<file path="src/hw/rtl/mvam_pkg.sv">
// mvam_pkg: shared types and constants of the multi-voice audio mixer
// used by the controller, the datapath and the top level; depends on nothing

package mvam_pkg;

  // default sizes of the voice set, clip table and sample store
  localparam int DEF_VOICE_COUNT  = 32;
  localparam int DEF_CLIP_COUNT   = 64;
  localparam int DEF_SAMPLE_DEPTH = 65536;

  // stream payload widths in bits; the two data widths are whole bytes
  localparam int IN_DATA_W  = 88;
  localparam int IN_USER_W  = 3;
  localparam int OUT_DATA_W = 40;

  // unity gain in Q1.15 and the reset value of the master gain
  localparam logic [15:0] UNITY_GAIN = 16'h8000;

  // register stages between a voice issue and the accumulator update
  localparam int PIPE_LAT = 6;

  // operation codes carried in tuser
  typedef enum logic [2:0] {
    MODE_WRITE  = 3'd0,
    MODE_DEFINE = 3'd1,
    MODE_PLAY   = 3'd2,
    MODE_STOP   = 3'd3,
    MODE_ALL    = 3'd4,
    MODE_TICK   = 3'd5
  } mode_t;

  // commands from the controller to the datapath
  typedef struct packed {
    logic start;    // input transfer: latch the item, do the table writes
    logic issue;    // a voice enters the pipeline this cycle
    logic load_out; // copy the finished result into the output register
  } cmd_t;

endpackage

</file>
<file path="src/hw/rtl/mvam_ctrl.sv">
// mvam_ctrl: sequencer of the mixer, walks the voices and hands out the result
// depends on mvam_pkg (cmd_t, PIPE_LAT)

module mvam_ctrl #(
  parameter int VOICE_COUNT = mvam_pkg::DEF_VOICE_COUNT,
  parameter int VIDX_W      = 5
) (
  input  logic               clk,
  input  logic               rst,
  input  logic               s_tvalid,
  output logic               s_tready,
  output logic               m_tvalid,
  input  logic               m_tready,
  output mvam_pkg::cmd_t     cmd,
  output logic [VIDX_W-1:0]  vidx
);

  typedef enum logic [1:0] {
    ST_IDLE,
    ST_WALK,
    ST_DRAIN,
    ST_FINISH
  } state_t;

  localparam logic [VIDX_W-1:0] LAST_VOICE = VIDX_W'(VOICE_COUNT - 1);
  localparam logic [2:0]        LAST_DRAIN = 3'(mvam_pkg::PIPE_LAT - 1);

  state_t     state;
  logic       rdy;
  logic       issue;
  logic       out_vld;
  logic [2:0] dcnt;
  logic       accept;
  logic       load;

  // handshake decode
  assign accept   = s_tvalid && rdy;
  assign load     = (state == ST_FINISH) && (!out_vld || m_tready);
  assign s_tready = rdy;
  assign m_tvalid = out_vld;

  assign cmd.start    = accept;
  assign cmd.issue    = issue;
  assign cmd.load_out = load;

  // state machine; s_tready, m_tvalid, issue and vidx are registered outputs
  always_ff @(posedge clk) begin
    if (rst) begin
      state   <= ST_IDLE;
      rdy     <= 1'b0;
      issue   <= 1'b0;
      out_vld <= 1'b0;
      vidx    <= '0;
      dcnt    <= '0;
    end else begin
      // output register empties on a transfer unless refilled
      if (load) begin
        out_vld <= 1'b1;
      end else if (m_tready) begin
        out_vld <= 1'b0;
      end
      unique case (state)
        ST_IDLE: begin
          if (accept) begin
            state <= ST_WALK;
            rdy   <= 1'b0;
            issue <= 1'b1;
            vidx  <= '0;
          end else begin
            rdy <= 1'b1;
          end
        end
        ST_WALK: begin
          if (vidx == LAST_VOICE) begin
            state <= ST_DRAIN;
            issue <= 1'b0;
            dcnt  <= '0;
          end else begin
            vidx <= vidx + 1'b1;
          end
        end
        ST_DRAIN: begin
          dcnt <= dcnt + 1'b1;
          if (dcnt == LAST_DRAIN) begin
            state <= ST_FINISH;
          end
        end
        ST_FINISH: begin
          if (load) begin
            state <= ST_IDLE;
            rdy   <= 1'b1;
          end
        end
        default: begin
          state <= ST_IDLE;
        end
      endcase
    end
  end

endmodule

</file>
<file path="config.mk">
export PLATFORM = sky130hd
export DESIGN_NAME = mvam_ctrl
export DESIGN_NICKNAME = d
export VERILOG_FILES = /design/src/hw/rtl/mvam_pkg.sv /design/src/hw/rtl/mvam_ctrl.sv
export SDC_FILE = /design/constraint.sdc
export NUM_CORES = 1
export LEC_CHECK = 0
export BUFFER_PORTS_ARGS = -buffer_cell sky130_fd_sc_hd__buf_2
export CAP_MARGIN = 20
export CORE_UTILIZATION = 45
export DETAILED_ROUTE_END_ITERATION = 6
export PLACE_DENSITY_LB_ADDON = 0.05
export SYNTH_ARGS = -nofsm -noshare
export SYNTH_HDL_FRONTEND = slang
export SYNTH_SLANG_ARGS = --single-unit
</file>
<file path="constraint.sdc">
create_clock -name clk -period 2.1 [get_ports clk]
set_input_delay 0.525 -clock clk [delete_from_list [all_inputs] [get_ports clk]]
set_output_delay 0.525 -clock clk [all_outputs]
set_load 0.02 [all_outputs]
</file>
==> results of run 1 <==
## sequential cells by signal, indices dropped and copies added, names as in the netlist
| signal | flops |
|---|---|
| state | 2 |
| s_tready | 1 |
| m_tvalid | 1 |
| issue | 1 |
| vidx | 5 |
| dcnt | 3 |
## power breakdown
| part | internal, W | leakage (nW) | switching (W) |
|---|---|---|---|
| Combinational | 0.000264 | 0.266 | 0.000315 |
| Sequential | 0.000294 | 0.106 | 0.0000479 |
| Clock | 0.0000736 | 0.0150 | 0.0000782 |
| Total | 0.000631 | 0.386 | 0.000441 |
## critical path: cells and delay by family, from the launching register on
family | cells | cell delay, ns
AO/OA/AOI/OAI | 3 | 0.76
adder cells (fa/ha/maj) | 2 | 0.51
flip-flops | 1 | 0.34
AND/OR/NAND/NOR | 1 | 0.19
## placed cells by master, fill, tap and decap left out, types with 3 or more instances in the layout
cell type and instances:
nand3_1 3, clkbuf_4 3, inv_1 5, buf_2 13, nor2_1 15, dfxtp_1 13
a21oi_1 5, nand2b_1 3, nand2_1 3, ha_1 8
## cells by family after synthesis
| family | share of synthesized area (%) |
|---|---|
| xor+xnor | 2.22 |
| fa+ha+maj | 12.7 |
| compound gates | 22.0 |
| simple gates | 21.9 |
| flops | 33.0 |
| mux | 2.54 |
| buf+inv | 5.70 |
## final cells by class
type                            count  area [um2]  share of cell area (%)
Multi-Input combinational cell     65         484                    55.4
Sequential cell                    13         260                    29.8
Timing Repair Buffer               13        65.1                    7.44
Clock buffer                        4        26.3                    3.00
Tap cell                           16        20.0                    2.29
Inverter                            5        18.8                    2.15
## per-layer routing
| metal | track usage (%) | vias to the layer above | wire length, um |
|---|---|---|---|
| met3 | 6.25 | 0 | 73 |
| met1 | 19.9 | 256 | 631 |
| met5 | 0 | - | 0 |
| li1 | - | 322 | - |
| met2 | 22.1 | 17 | 573 |
| met4 | 5.45 | 0 | 0 |
## metrics by stage
step / std cells / instance area (um2)
final: 116 / 875
after global routing: 116 / 875
after CTS: 116 / 875
after detailed placement: 112 / 848
after global placement: 112 / 848
after floorplan: 87 / 790
## final timing paths
kind | start | endpoint | depth (start not counted)
max | vidx[0] | vidx[2] | 6
min | vidx[4] | vidx[4] | 2
max reg2reg | vidx[0] | vidx[2] | 6
min reg2reg | vidx[4] | vidx[4] | 2
==> impl_metrics.yaml, run 1 <==
critical_path:
  r2r_setup_slack_ns: 0.20
  max_stage_delay_ns: 0.43
  critPathCaptureType: "register"
  critical_path.cell_chain: "ha_1 -> and3_1 -> ha_1 -> a211oi_2 -> a211oi_1 -> a31o_1"
  worstPathMaxFanout: 5
  cp_common_cell: "ha_1"
  cpMaxStageDelayCell: "a211oi_2"
  cp.arrival_ns: 2.07
  critPathKind: "register to register"
  cp.required_ns: 2.27
  startpoint_type: "register"
timing:
  max_freq_mhz: 525
  timing.final.ws_setup_ns: 0.195
  min_period_ns: 1.90
  final-setup-viol-count: 0
  rsz0062_at_grt: "no"
  slew_viol_final: 0
  hold_viol: 0
  worst_clock_skew_ns: 0.00312
  tightest_slew_ns: 0.401
  fin_crit_sh_pct: 90.7
  hold_ws_ns: 0.494
  slew_headroom_pct: 73.2
  setup_tns_ns: 0
job:
  cap_viol_max_count: 0
placement:
  place_ws_ns: 0.184
  hpwl_mm: 1.01
  io_buffers: 13
  place.gp.congestion: 0.733
clock_tree:
  cts_setup_buffers: 0
  cts_buffer_depth: 2
  cts_root_buffer: "clkbuf_4"
  cts_tree: "done"
  cts-buffers-inserted: 3
  clk_pin_slew_worst_paths_ns: 0.08
  cts_resized: 0
  ctsHoldBuffers: 0
  numClockSinks: 13
  cts_max_level: 1
  insertion_delay_ns: 0.27
power_and_ir_drop:
  leakage_nw: 0.386
  power.total_w: 0.00107
  p_per_area_nw_per_um2: 1230
  max-vdd-ir-drop_v: 0.000553
synthesis:
  synth_edf_count: 0
  synth.cell_area_um2: 790
  seq_area_frac_synth_pct: 33.0
  synth_area_leaders: "dfxtp_1 33%, ha_1 13%, nor2_1 7.1%"
  yosys-top-cells-count: "15 x nor2_1, 13 x dfxtp_1, 8 x ha_1"
  async_flop_share_pct: 0
  synth_area_per_cell_um2: 9.07
  ys_seq_elements: 13
  post-synth-top-count-cell: "nor2_1"
  synth-main-ff-cell: "dfxtp_1"
  yosysTopAreaCell: "dfxtp_1"
  synth_warnings: 0
  synthCells: 87
  synth_top_area_share_pct: 33.0
  syn_nets: 99
  synthDistinctLibCells: 33
global_route:
  gr-total-overflow: 0
  grt_max_degree: 12
  track_usage_pct: 15.1
  grt_pass1_wl_mm: 2.11
  first_global_vias: 494
  antenna_found_initial: 0
floorplanning:
  dieArea_um2: 1930
  io_pins: 14
  die_w_um: 43.9
  core_area_um2: 1580
  die_h_um: 43.9
  rows: 14
  start_util_pct: 50.1
route:
  drt_first_pass_iters: 6
  antenna_left: 0
  viasPerCell: 5.13
  avgRoutedWirePerCell_um: 11.0
  drcViolationCount: 0
  drt_iter0_drc: 13
  routed_wl_mm: 1.28
  vias: 595
outcome:
  status: "finished clean"
hold_path:
  hp-class: "register to register"
cells_and_area:
  fill_cells: 150
  fin_nets: 113
  drive_gt1_share_pct: 25.0
  syn_to_final_growth_pct: 10.8
  num_antenna_cells: 0
  fin_util_pct: 55.5
Power figures use the tool's default switching activity.
==> run 2, diff against run 1 <==
--- a/config.mk
+++ b/config.mk
@@ -7,7 +7,7 @@
 export LEC_CHECK = 0
 export BUFFER_PORTS_ARGS = -buffer_cell sky130_fd_sc_hd__buf_2
 export CAP_MARGIN = 20
-export CORE_UTILIZATION = 45
+export CORE_UTILIZATION = 53
 export DETAILED_ROUTE_END_ITERATION = 6
 export PLACE_DENSITY_LB_ADDON = 0.05
 export SYNTH_ARGS = -nofsm -noshare
==> run 2 against run 1 <==
  * Core utilization up 9.2 points
  * Maximum frequency is 0.82% lower
  * Count of clock-buffer cells in the layout unchanged
==> impl_metrics.yaml, run 2 (same netlist as run 1, synthesis figures left out) <==
cells_and_area:
  fin_area_um2: 873
  fin_nets: 113
  drive_gt1_share_pct: 25.0
  layout_common_cells: "15 x nor2_1, 13 x dfxtp_1, 13 x buf_2"
  fill_cells: 126
  top_register: "vidx"
  num_antenna_cells: 0
  syn_to_final_growth_pct: 10.6
  regArea_um2: 260
  largest_register_ffs: 5
  final_common_cell: "nor2_1"
  multi_input_area_um2: 484
  largest_registers: "vidx: 5 flops, dcnt: 3 flops, state: 2 flops"
floorplanning:
  start_util_pct: 58.5
  die_w_um: 40.6
  rows: 13
  io_pins: 14
  dieArea_um2: 1650
  core_area_um2: 1350
  die_h_um: 40.6
critical_path:
  critPathCaptureType: "register"
  worstPathMaxFanout: 5
  critPathKind: "register to register"
  startpoint_type: "register"
  cp.arrival_ns: 2.09
  r2r_setup_slack_ns: 0.18
  cp.required_ns: 2.27
placement:
  place.gp.congestion: 0.735
  placed_area_um2: 847
  hpwl_mm: 1.02
  io_buffers: 13
route:
  drt_iter0_drc: 10
  antenna_left: 0
  routed_wl_mm: 1.40
  vias: 601
  viasPerCell: 5.23
  drcViolationCount: 0
  drt_first_pass_iters: 4
  avgRoutedWirePerCell_um: 12.1
clock_tree:
  clk_pin_slew_worst_paths_ns: 0.09
  ctsHoldBuffers: 0
  cts-buffers-inserted: 3
  cts_tree: "done"
  cts_setup_buffers: 0
  cts_max_level: 1
  cts_buffer_depth: 2
  insertion_delay_ns: 0.27
  cts_root_buffer: "clkbuf_4"
  cts_resized: 0
  numClockSinks: 13
global_route:
  busiest_layer: "met2"
  grt_use_met1_pct: 23.8
  met2_usage_pct: 31.3
  use_met3_pct: 5.00
  grt_pass1_wl_mm: 2.08
  antenna_found_initial: 0
  first_global_vias: 493
  gr-total-overflow: 0
  grt_max_degree: 12
  track_usage_pct: 19.2
job:
  cap_viol_max_count: 0
timing:
  fin_crit_sh_pct: 91.5
  final-setup-viol-count: 0
  setup_tns_ns: 0
  worst_clock_skew_ns: 0.00239
  rsz0062_at_grt: "no"
  slew_viol_final: 0
  hold_viol: 0
  tightest_slew_ns: 0.402
  max_freq_mhz: 521
  min_period_ns: 1.92
  slew_headroom_pct: 73.1
power_and_ir_drop:
  max-vdd-ir-drop_v: 0.000838
  leakage_nw: 0.386
  p_per_area_nw_per_um2: 1240
outcome:
  status: "finished clean"
hold_path:
  hp-class: "register to register"
==> run 2: cell counts in the layout (fill, tap and decap cells not counted) <==
Identical to the previous run, type by type.
==> run 2: area by class of cell <==
| type | count | area share (%) |
|---|---|---|
| Multi-Input combinational cell | 65 | 55.4 |
| Tap cell | 15 | 2.15 |
| Timing Repair Buffer | 13 | 7.45 |
| Sequential cell | 13 | 29.8 |
| Inverter | 5 | 2.15 |
| Clock buffer | 4 | 3.01 |
==> run 2: where the power goes <==
| group | leakage, nW | internal (W) | switching [W] |
|---|---|---|---|
| sequential | 0.106 | 0.000294 | 0.0000489 |
| combinational | 0.266 | 0.000263 | 0.000316 |
| clock | 0.0150 | 0.0000734 | 0.0000841 |
| total | 0.386 | 0.000630 | 0.000449 |
==> run 2: worst max-delay path: stages, from the launching register on <==
cell,delay (ns)
dfxtp_1,0.35
ha_1,0.23
and3_1,0.19
ha_1,0.27
a211oi_2,0.44
a211oi_1,0.15
a31o_1,0.19
==> run 2: per-layer routing <==
metal / vias to the layer above / share of wire [%] / wire (um)
li1: 321 / - / -
met1: 267 / 51 / 717
met2: 11 / 45 / 628
met3: 2 / 2.7 / 37
met4: 0 / 0.93 / 13
met5: - / 0 / 0
==> run 2: stage by stage <==
stage	utilization [%]	instances	total power (W)	hold WS, ns	setup WS (ns)
after floorplan	-	87	0.000844	0.466	0.206
after global placement	62.7	111	0.000923	0.480	0.256
after detailed placement	62.7	111	0.000931	0.493	0.214
after CTS	64.7	115	0.00109	0.508	0.202
after global routing	64.7	115	0.00116	0.529	0.0142
final	64.7	115	0.00108	0.506	0.179
==> run 2: worst paths after layout <==
path / cells after the start / startpoint / to
setup / recovery: 6 / vidx[0] / vidx[2]
hold / removal: 2 / dcnt[0] / dcnt[0]
setup reg to reg: 6 / vidx[0] / vidx[2]
hold reg to reg: 2 / dcnt[0] / dcnt[0]
==> run 3, diff against run 2 <==
--- a/config.mk
+++ b/config.mk
@@ -5,11 +5,14 @@
 export SDC_FILE = /design/constraint.sdc
 export NUM_CORES = 1
 export LEC_CHECK = 0
+export ABC_CLOCK_PERIOD_IN_PS = 2100
 export BUFFER_PORTS_ARGS = -buffer_cell sky130_fd_sc_hd__buf_2
 export CAP_MARGIN = 20
 export CORE_UTILIZATION = 53
 export DETAILED_ROUTE_END_ITERATION = 6
+export HOLD_SLACK_MARGIN = 0.05
 export PLACE_DENSITY_LB_ADDON = 0.05
+export REMOVE_ABC_BUFFERS = 1
 export SYNTH_ARGS = -nofsm -noshare
 export SYNTH_HDL_FRONTEND = slang
 export SYNTH_SLANG_ARGS = --single-unit
==> run 3 against run 2 <==
  * Non-clock buffer count unchanged
  * Global-route usage decreased by 1.9 points
  * Die area unchanged
  * Largest cell class unchanged
==> impl_metrics.yaml, run 3 (same netlist as run 1, synthesis figures left out) <==
route:
  vias: 602
  drcViolationCount: 0
  avgRoutedWirePerCell_um: 11.5
  routed_wl_mm: 1.32
  drt_iter0_drc: 16
  drt_first_pass_iters: 4
  viasPerCell: 5.23
  antenna_left: 0
cells_and_area:
  syn_to_final_growth_pct: 10.6
  fin_util_pct: 64.7
  drive_gt1_share_pct: 25.0
  fill_cells: 111
  largest_registers: "vidx: 5 flops, dcnt: 3 flops, state: 2 flops"
  top_register: "vidx"
  final_common_cell: "nor2_1"
  fin_area_um2: 873
  layout_common_cells: "15 x nor2_1, 13 x dfxtp_1, 13 x buf_2"
  num_antenna_cells: 0
  largest_register_ffs: 5
  fin_nets: 113
clock_tree:
  cts_buffer_depth: 2
  cts_resized: 0
  numClockSinks: 13
  cts-buffers-inserted: 3
  insertion_delay_ns: 0.27
  ctsHoldBuffers: 0
  clk_pin_slew_worst_paths_ns: 0.07
  cts_root_buffer: "clkbuf_4"
  cts_setup_buffers: 0
  cts_tree: "done"
  cts_max_level: 1
timing:
  slew_headroom_pct: 73.4
  tightest_slew_ns: 0.398
  setup_tns_ns: 0
  rsz0062_at_grt: "no"
  min_period_ns: 1.89
  hold_ws_ns: 0.490
  worst_clock_skew_ns: 0.00696
  max_freq_mhz: 528
  hold_viol: 0
  final-setup-viol-count: 0
  slew_viol_final: 0
  fin_crit_sh_pct: 90.2
critical_path:
  rr_startpoint: "vidx[0]"
  cpMaxStageDelayCell: "a211oi_2"
  critPathBufInv: 0
  critical_path.cell_chain: "ha_1 -> and3_1 -> ha_1 -> a211oi_2 -> a211oi_1 -> a31o_1"
  r2r_setup_slack_ns: 0.21
  critPathCaptureType: "register"
  worstPathMaxFanout: 5
  startpoint_type: "register"
  path_delay_family: "compound AO/OA/AOI/OAI gates"
  reg2reg_to: "vidx[2]"
  reg2reg_depth: 6
  cp.arrival_ns: 2.06
  max_stage_delay_ns: 0.43
  cp_common_cell: "ha_1"
  cp.required_ns: 2.26
  critPathKind: "register to register"
floorplanning:
  core_area_um2: 1350
  start_util_pct: 58.5
  die_h_um: 40.6
  die_w_um: 40.6
  dieArea_um2: 1650
  io_pins: 14
  rows: 13
hold_path:
  min_to: "vidx[4]"
  hp-class: "register to register"
  whs_path_depth: 2
  min_from: "vidx[4]"
global_route:
  busiest_layer: "met1"
  grt_use_met1_pct: 24.3
  grt_max_degree: 12
  use_met3_pct: 5.00
  gr-total-overflow: 0
  track_usage_pct: 17.3
  met2_usage_pct: 24.2
  grt_pass1_wl_mm: 1.85
  antenna_found_initial: 0
  first_global_vias: 436
power_and_ir_drop:
  p_comb_share_pct: 54.3
  leakage_nw: 0.386
  switching_share_pct: 41.6
  p_int_w: 0.000632
  p_per_area_nw_per_um2: 1240
  clkPwrFrac_pct: 14.0
  max-vdd-ir-drop_v: 0.000720
  power.total_w: 0.00108
  pwr-share-seq_pct: 31.6
  power_switching_w: 0.000450
placement:
  place.gp.congestion: 0.704
  placed_area_um2: 847
  hpwl_mm: 1.03
  io_buffers: 13
outcome:
  status: "finished clean"
job:
  cap_viol_max_count: 0
[run 3: cell counts in the layout (fill, tap and decap cells not counted)]
Identical to the previous run, type by type.
[run 3: stage by stage]
step,instances,setup WS [ns]
2_1_floorplan,83,0.219
3_3_place_gp,111,0.252
3_5_place_dp,111,0.206
4_1_cts,115,0.196
5_1_grt,115,0.0861
6_report,115,0.205
[run 3: worst max-delay path by stage]
stage,cells after the start,slack [ns],from,endpoint
finish,6,0.21,vidx[0],vidx[2]
global route,7,0.09,vidx[0],state[1]
CTS,6,0.20,vidx[0],vidx[2]
detailed placement,6,0.21,vidx[0],vidx[2]
global placement,6,0.25,vidx[0],vidx[2]
floorplan,7,0.22,vidx[0],state[1]
[run 3: cell type report]
type / count / area (um2) / share of cell area (%)
inverter: 5 / 18.8 / 2.15
timing repair buffer: 13 / 65.1 / 7.45
tap: 15 / 18.8 / 2.15
sequential: 13 / 260 / 29.8
multi-input combinational: 65 / 484 / 55.4
clock buffer: 4 / 26.3 / 3.01
[run 3: worst min-delay path, delay by kind of cell (launching register included)]
family	cells	cell delay (ns)
DFF	1	0.33
and+or+nand+nor	1	0.07
AOI/OAI and AO/OA	1	0.05
[run 3: power by group through the flow]
stage	combinational (W)	clock (W)	sequential [W]
floorplan	0.000451	0	0.000371
global placement	0.000578	0	0.000345
detailed placement	0.000592	0	0.000348
CTS	0.000594	0.000159	0.000342
global route	0.000647	0.000176	0.000351
finish	0.000588	0.000152	0.000342
[run 3: routing by layer]
layer  routed length, um  up-vias
met5                   0        -
met4                  24        0
met1                 666      256
met3                  71        4
li1                    -      323
met2                 558       19
